## src/sv/tpds_pkg.sv

```systemverilog
// Package for the timer period divider search: widths, lane types and
// prescaler lane helpers. No dependencies.
`default_nettype none
package tpds_pkg;

  localparam int unsigned FREQ_W            = 32;
  localparam int unsigned TARGET_W          = 21;  // freq / 4000 < 2**21
  localparam int unsigned ERR_W             = TARGET_W + 1;
  localparam int unsigned PERIOD_W          = 8;
  localparam int unsigned POST_W            = 4;
  localparam int unsigned PRE_LANES         = 3;
  localparam int unsigned POST_STEPS_DEF    = 16;
  localparam int unsigned PERIOD_COUNTS_DEF = 256;

  typedef enum logic [1:0] {
    PRE_DIV1  = 2'd0,
    PRE_DIV4  = 2'd1,
    PRE_DIV16 = 2'd2
  } prescale_t;

  // Best candidate seen so far for one prescaler ratio.
  typedef struct packed {
    logic [ERR_W-1:0]    err;
    logic [PERIOD_W-1:0] period;
    logic [POST_W-1:0]   post;
  } lane_best_t;

  // Data handed from cell to cell.
  typedef struct packed {
    logic [TARGET_W-1:0]             target;
    lane_best_t [PRE_LANES-1:0]      lane;
  } cell_bus_t;

  // Lanes run in search order: 1:16, then 1:4, then 1:1.
  function automatic int unsigned lane_shift(input int unsigned j);
    case (j)
      0:       lane_shift = 4;
      1:       lane_shift = 2;
      default: lane_shift = 0;
    endcase
  endfunction

  function automatic int unsigned lane_ratio(input int unsigned j);
    lane_ratio = 1 << lane_shift(j);
  endfunction

  function automatic prescale_t lane_code(input int unsigned j);
    case (j)
      0:       lane_code = PRE_DIV16;
      1:       lane_code = PRE_DIV4;
      default: lane_code = PRE_DIV1;
    endcase
  endfunction

endpackage
`default_nettype wire

```

## src/sv/tpds_cell.sv

```systemverilog
// One postscaler cell: divides the target by its ratio, then scores the floor
// and floor+1 counts for every prescaler lane. Depends on tpds_pkg.
`default_nettype none
module tpds_cell import tpds_pkg::*; #(
  parameter int unsigned Q             = 1,
  parameter int unsigned PERIOD_COUNTS = PERIOD_COUNTS_DEF
) (
  input  logic      clk,
  input  logic      rst,
  input  logic      en,
  input  logic      in_valid,
  input  cell_bus_t bus_in,
  output logic      out_valid,
  output cell_bus_t bus_out
);

  localparam int unsigned RECIP_SHIFT = TARGET_W + 5;
  localparam int unsigned RECIP_W     = RECIP_SHIFT + 1;
  localparam logic [RECIP_W-1:0] RECIP =
    RECIP_W'(((64'd1 << RECIP_SHIFT) + 64'(Q) - 64'd1) / 64'(Q));
  localparam int unsigned PROD_W = TARGET_W + RECIP_W;
  localparam int unsigned CNT_W  = $clog2(PERIOD_COUNTS + 1);
  localparam int unsigned WIDE_W = TARGET_W + 1;

  logic                valid_a;
  cell_bus_t           bus_a;
  logic [TARGET_W-1:0] quot_a;
  logic [PROD_W-1:0]   prod;
  cell_bus_t           bus_next;

  assign prod = PROD_W'(bus_in.target) * PROD_W'(RECIP);

  always_ff @(posedge clk) begin
    if (rst) begin
      valid_a   <= 1'b0;
      out_valid <= 1'b0;
    end else if (en) begin
      valid_a   <= in_valid;
      out_valid <= valid_a;
    end
  end

  // Score candidates in search order; keep the earlier one on equal error.
  always_comb begin
    logic [TARGET_W-1:0] n;
    logic [WIDE_W-1:0]   cnt;
    logic [ERR_W-1:0]    cand;
    logic [ERR_W-1:0]    tgt;
    logic [ERR_W-1:0]    err;
    logic                fits;
    bus_next = bus_a;
    tgt      = ERR_W'(bus_a.target);
    for (int unsigned j = 0; j < PRE_LANES; j++) begin
      n = quot_a >> lane_shift(j);
      for (int unsigned k = 0; k < 2; k++) begin
        cnt  = WIDE_W'(n) + WIDE_W'(k);
        fits = (cnt != '0) && (cnt <= WIDE_W'(PERIOD_COUNTS));
        cand = ERR_W'(cnt[CNT_W-1:0]) * ERR_W'(lane_ratio(j) * Q);
        err  = (cand >= tgt) ? (cand - tgt) : (tgt - cand);
        if (fits && (err < bus_next.lane[j].err)) begin
          bus_next.lane[j].err    = err;
          bus_next.lane[j].period = PERIOD_W'(cnt - WIDE_W'(1));
          bus_next.lane[j].post   = POST_W'(Q - 1);
        end
      end
    end
  end

  always_ff @(posedge clk) begin
    if (en) begin
      bus_a   <= bus_in;
      quot_a  <= TARGET_W'(prod >> RECIP_SHIFT);
      bus_out <= bus_next;
    end
  end

endmodule
`default_nettype wire
```

## config.mk

```make
export PLATFORM = sky130hd
export DESIGN_NAME = tpds_cell
export DESIGN_NICKNAME = d
export VERILOG_FILES = /design/src/sv/tpds_pkg.sv /design/src/sv/tpds_cell.sv
export SDC_FILE = /design/constraint.sdc
export NUM_CORES = 1
export LEC_CHECK = 0
export ABC_AREA = 1
export BUFFER_PORTS_ARGS = -buffer_cell sky130_fd_sc_hd__buf_4
export CORE_MARGIN = 3
export CORE_UTILIZATION = 40
export DETAILED_ROUTE_END_ITERATION = 12
export GPL_TIMING_DRIVEN = 0
export PLACE_DENSITY = 0.57
export SLEW_MARGIN = 20
export SYNTH_ARGS = -nofsm -noshare
export SYNTH_HDL_FRONTEND = slang
export SYNTH_SLANG_ARGS = --single-unit
```

## constraint.sdc

```tcl
create_clock -name clk -period 5.24 [get_ports clk]
set_input_delay 0.262 -clock clk [delete_from_list [all_inputs] [get_ports clk]]
set_output_delay 0.262 -clock clk [all_outputs]
set_load 0.02 [all_outputs]
```

# Word-level counts from Yosys, hierarchy flattened
# Index checks and enable logic that the tools add are counted.
[op_classes] n_addsub=21 magnitude_cmp=18 n_mux=12 n_reduce_logical=21
[ops] operator="two-way mux 34 bit" count=6
[ops] operator="less-than comparator 22 bit" count=6
[ops] operator="two-way mux 22 bit" count=6
[ops] operator="nonzero test 22 bit" count=6
[ops] operator="subtractor 8 x 1 -> 8 bit, second input constant" count=6
[ops] operator="subtractor 11 x 21 -> 22 bit" count=2
[ops] operator="subtractor 13 x 21 -> 22 bit" count=2
[ops] operator="subtractor 21 x 11 -> 22 bit" count=2
[ops] operator="subtractor 21 x 13 -> 22 bit" count=2
[ops] operator="subtractor 21 x 9 -> 22 bit" count=2
[ops] operator="subtractor 9 x 21 -> 22 bit" count=2
[ops] operator="greater-or-equal comparator 11 x 21 -> 1 bit" count=2
[ops] operator="greater-or-equal comparator 13 x 21 -> 1 bit" count=2
[ops] operator="greater-or-equal comparator 9 x 21 -> 1 bit" count=2
[ops] operator="adder 21 x 1 -> 22 bit, second input constant" count=1
[ops] operator="less-or-equal comparator 22 x 9 -> 1 bit, second input constant" count=1
[ops] operator="less-or-equal comparator 21 x 9 -> 1 bit, second input constant" count=1
[ops] operator="adder 19 x 1 -> 20 bit, second input constant" count=1
[ops] operator="less-or-equal comparator 20 x 9 -> 1 bit, second input constant" count=1
[ops] operator="less-or-equal comparator 19 x 9 -> 1 bit, second input constant" count=1
[ops] operator="adder 17 x 1 -> 18 bit, second input constant" count=1
[ops] operator="less-or-equal comparator 18 x 9 -> 1 bit, second input constant" count=1
[ops] operator="less-or-equal comparator 17 x 9 -> 1 bit, second input constant" count=1
[ops] operator="logical AND 1 bit" count=12
[ops] operator="OR reduction 2 bit" count=3
[word_totals] reg_bits=248 input_bits=127 out_inout_bits=124 wordCells=94

# Depth between registers and ports, before layout
[logic_depth] ltp_word=8 mapped_depth=39 mapped_depth_nobuf=37

# Worst setup path before layout
# No wires, ideal clock.
[synth_timing] kind="reg-to-reg" startpoint="register, netlist name quot_a[0]" endpoint="register bus_out[33] in the netlist's numbering (data pin)" setup_time_ps=267 t_arrival_ps=4989 required_ps=4973 path_slack_ps=-15 path_stages_with_launch=38 path_buffers=4 period_less_slack_ps=5255 path_cell_list="edfxtp_1 > inv_1 > buf_2 > ha_1 > nand3_1 > nor2_1 > nand2_1 > nor2_1 > inv_1 > nand2_1 > ha_1 > nand2_1 > nor2_1 > nand4_1 > nor2_1 > nand2_1 > a21oi_1 > nand3_1 > [... 2 more ...] > nand2_4 > clkbuf_1 > clkbuf_1 > nand2_1 > ha_1 > nand2_1 > nor2_1 > a211oi_1 > o21ai_0 > a21oi_1 > o211ai_1 > nor2_1 > nand4_1 > nor2_2 > nand2_2 > buf_2 > nand2_1 > o21ai_0"
[synth_lines] item="end signal, assigned" line_no="tpds_cell.sv:73" source="bus_out <= bus_next;"
[synth_lines] item="end, declared" line_no="tpds_cell.sv:14" source="output cell_bus_t bus_out"

==> metrics.txt <==
outcome finished, violations left; failing checks setup timing; largest net degree at the start of global routing 100; power density cells 239 mW/mm^2; WHS Endpoint bus_out[68]; DRC Markers 0; Area Growth Syn to Fin 44.8%; clock sinks 248; top cell type's share of synthesized area 0.396; Placer Congestion 0.993; Core Footprint between 0.04 and 0.05 mm^2; clk root buf clkbuf_16; vias in the first global route 18,000; layout cells sized above 1 0.302; DR vias/cell 5.22; R2R cell count 35; nets 3,173; gr ovfl total 0; DRT Wirelength 76,200 um; asr flop ratio synth 0; First-pass DRT Iterations 5; crit-path most repeated cell buf_4; count leader, synth nand2_1; post-DR wirelength/cell between 20 and 25 um; CP Class reg -> reg; critical path's largest stage delay 0.40 ns; Yosys reg bits 248; Setup crit start kind register; Synth area leader edfxtp_1; number of synthesis warnings 0; RSZ-0062 raised after global routing true; Worst EP required 5.52 ns; skew final about 0.027 ns; predominant post-synthesis flop cell edfxtp_1; first-pass GRT wire length approximately 110,000 um; max_slew headroom 0.289; gr usage total 0.296; IO Port Bufs between 200 and 300; number of synthesized flops with an enable pin 246; setup TNS -14.32 ns; final total power 0.00645 W; via count 18,200; Post-DRT Antenna Nets 0; full die area 0.0493 mm^2; post-synth design cell area ~0.019 mm^2; part of the Yosys area used for sequential elements 0.398; WHS Path Cells 1; FMAX between 150 and 200 MHz; PnR worst setup slack -0.288 ns; Inserted Diodes 0; Synth area leaders edfxtp_1 40%, ha_1 12%, nand2_1 9.6%; Worst-Skew Late Latency 0.56 ns; Final period util 1.05; pre-CTS setup slack -3.04 ns; fin cells about 3,500; Final Core Density 0.590; slowest cell on the critical path ha_2; Leakage Power 12.5 nW; Cells after Synth about 2,300; post-DP HPWL 56,300 um; initial core utilization 0.408; fin crit period 5.53 ns; syn_area_per_cell 8.22 um^2; Worst Path Arrival 5.81 ns; RR Endpoint bus_out[33]; CTS tree yes; max-slew violations 0; # H-tree levels 1; # fillers 4,095; cell row count 78; DIE HEIGHT 222 um; Max-Cap Viols 0; Top delay family on crit path buffers and inverters; Critical Path Sink Type register; initial drt markers 1,341; placed insts approximately 3,100; crit path buf inv count 10; R2R Setup Slk -0.29 ns; min-delay src en; worst-margin pin slew around 1.1 ns; Worst VDD drop about 0.25 mV; synth unique cells 62; Hold Path Class in -> reg; CTS buffer count 26; final setup violation count 94; most frequent cells after synthesis 475 x nand2_1, 338 x inv_1, 246 x edfxtp_1, 225 x nor2_1, 175 x ha_1; die extent in x 222 um; clock slew at reported path FFs 0.06 ns; worst r2r src quot_a[5]; clock buffer depth 3; I/O pin count approximately 250; crit path max fanout 10; Final Hold Violating Endpoints 0; initial antenna violation count 3
[timing repair]
action / in CTS / in global routing
endpoints found under the hold margin: 125 / 0
endpoints found under the setup margin: 102 / 102
hold buffers: 125 / 0
gates cloned: 2 / 7
pin swaps: 63 / 74
setup buffers: 128 / 45
gates resized for setup: 295 / 229
[area by class of cell]
cell class,instances,area [um^2],area share
flip-flops and latches,248,7430,0.275
clock inverters,17,129,0.00477
plain buffers,75,742,0.0275
well taps,600,751,0.0278
inverters,362,1450,0.0535
multi-input cells,1601,11000,0.408
clock buffers,30,687,0.0254
repair buffers,557,4800,0.178
[kinds of logic (layout without fill, tap and decap cells)]
| logic type | count (synthesis) | in the layout | synth area share |
|---|---|---|---|
| fa+ha+maj | 175 | 175 | 0.117 |
| other cells | 1 | 15 | 0.000201 |
| flops | 248 | 248 | 0.398 |
| simple gates | 930 | 932 | 0.220 |
| xor+xnor | 128 | 128 | 0.0609 |
| buf+inv | 438 | 1041 | 0.0960 |
| compound gates | 351 | 351 | 0.108 |
[layout by cell type, fill, tap and decap left out, types with 80 or more instances in the layout]
| cell type | Yosys | final |
|---|---|---|
| ha_1 | 175 | 145 |
| inv_1 | 338 | 315 |
| xor2_1 | 99 | 92 |
| o21ai_0 | 147 | 101 |
| edfxtp_1 | 246 | 246 |
| dlygate4sd3_1 | 0 | 125 |
| nand2_1 | 475 | 409 |
| buf_4 | 9 | 407 |
| nand3_1 | 93 | 80 |
| nor2_1 | 225 | 190 |
[flip-flops by register name (all words and copies together), names as in the netlist]
register and cells:
quot_a 21, bus_a 102, bus_out 123, valid_a 1, out_valid 1
[report_power, final]
group          internal (W)  total, W  switching (W)
logic              0.000909   0.00225        0.00134
registers           0.00237   0.00244      0.0000699
clock network       0.00103   0.00177       0.000742
total               0.00430   0.00645        0.00215
[worst max path at each step]
| stage | from | to | slack [ns] | depth (start not counted) |
|---|---|---|---|---|
| after floorplan | quot_a[0] | bus_out[59] | 0.06 | 32 |
| after global placement | quot_a[0] | bus_out[8] | -3.45 | 30 |
| after detailed placement | quot_a[0] | bus_out[8] | -3.04 | 36 |
| after CTS | quot_a[0] | bus_out[19] | -0.22 | 40 |
| after global routing | quot_a[0] | bus_out[33] | -0.56 | 33 |
| final | quot_a[5] | bus_out[33] | -0.29 | 35 |
[metal layers]
| metal | routed length [um] | vias to the layer above | global-route usage |
|---|---|---|---|
| li1 | - | 8697 | - |
| met1 | 32400 | 8711 | 0.390 |
| met2 | 35600 | 636 | 0.496 |
| met3 | 4220 | 182 | 0.0412 |
| met4 | 3920 | 0 | 0.110 |
| met5 | 0 | - | 0 |
[metrics by stage]
stage                     area (um^2)  hold WS (ns)
after CTS                       25600         0.131
after global routing            27000         0.143
after floorplan                 18700         0.331
after detailed placement        21400         0.431
final                           27000         0.146
after global placement          21300         0.427
Power figures use the tool's default switching activity.
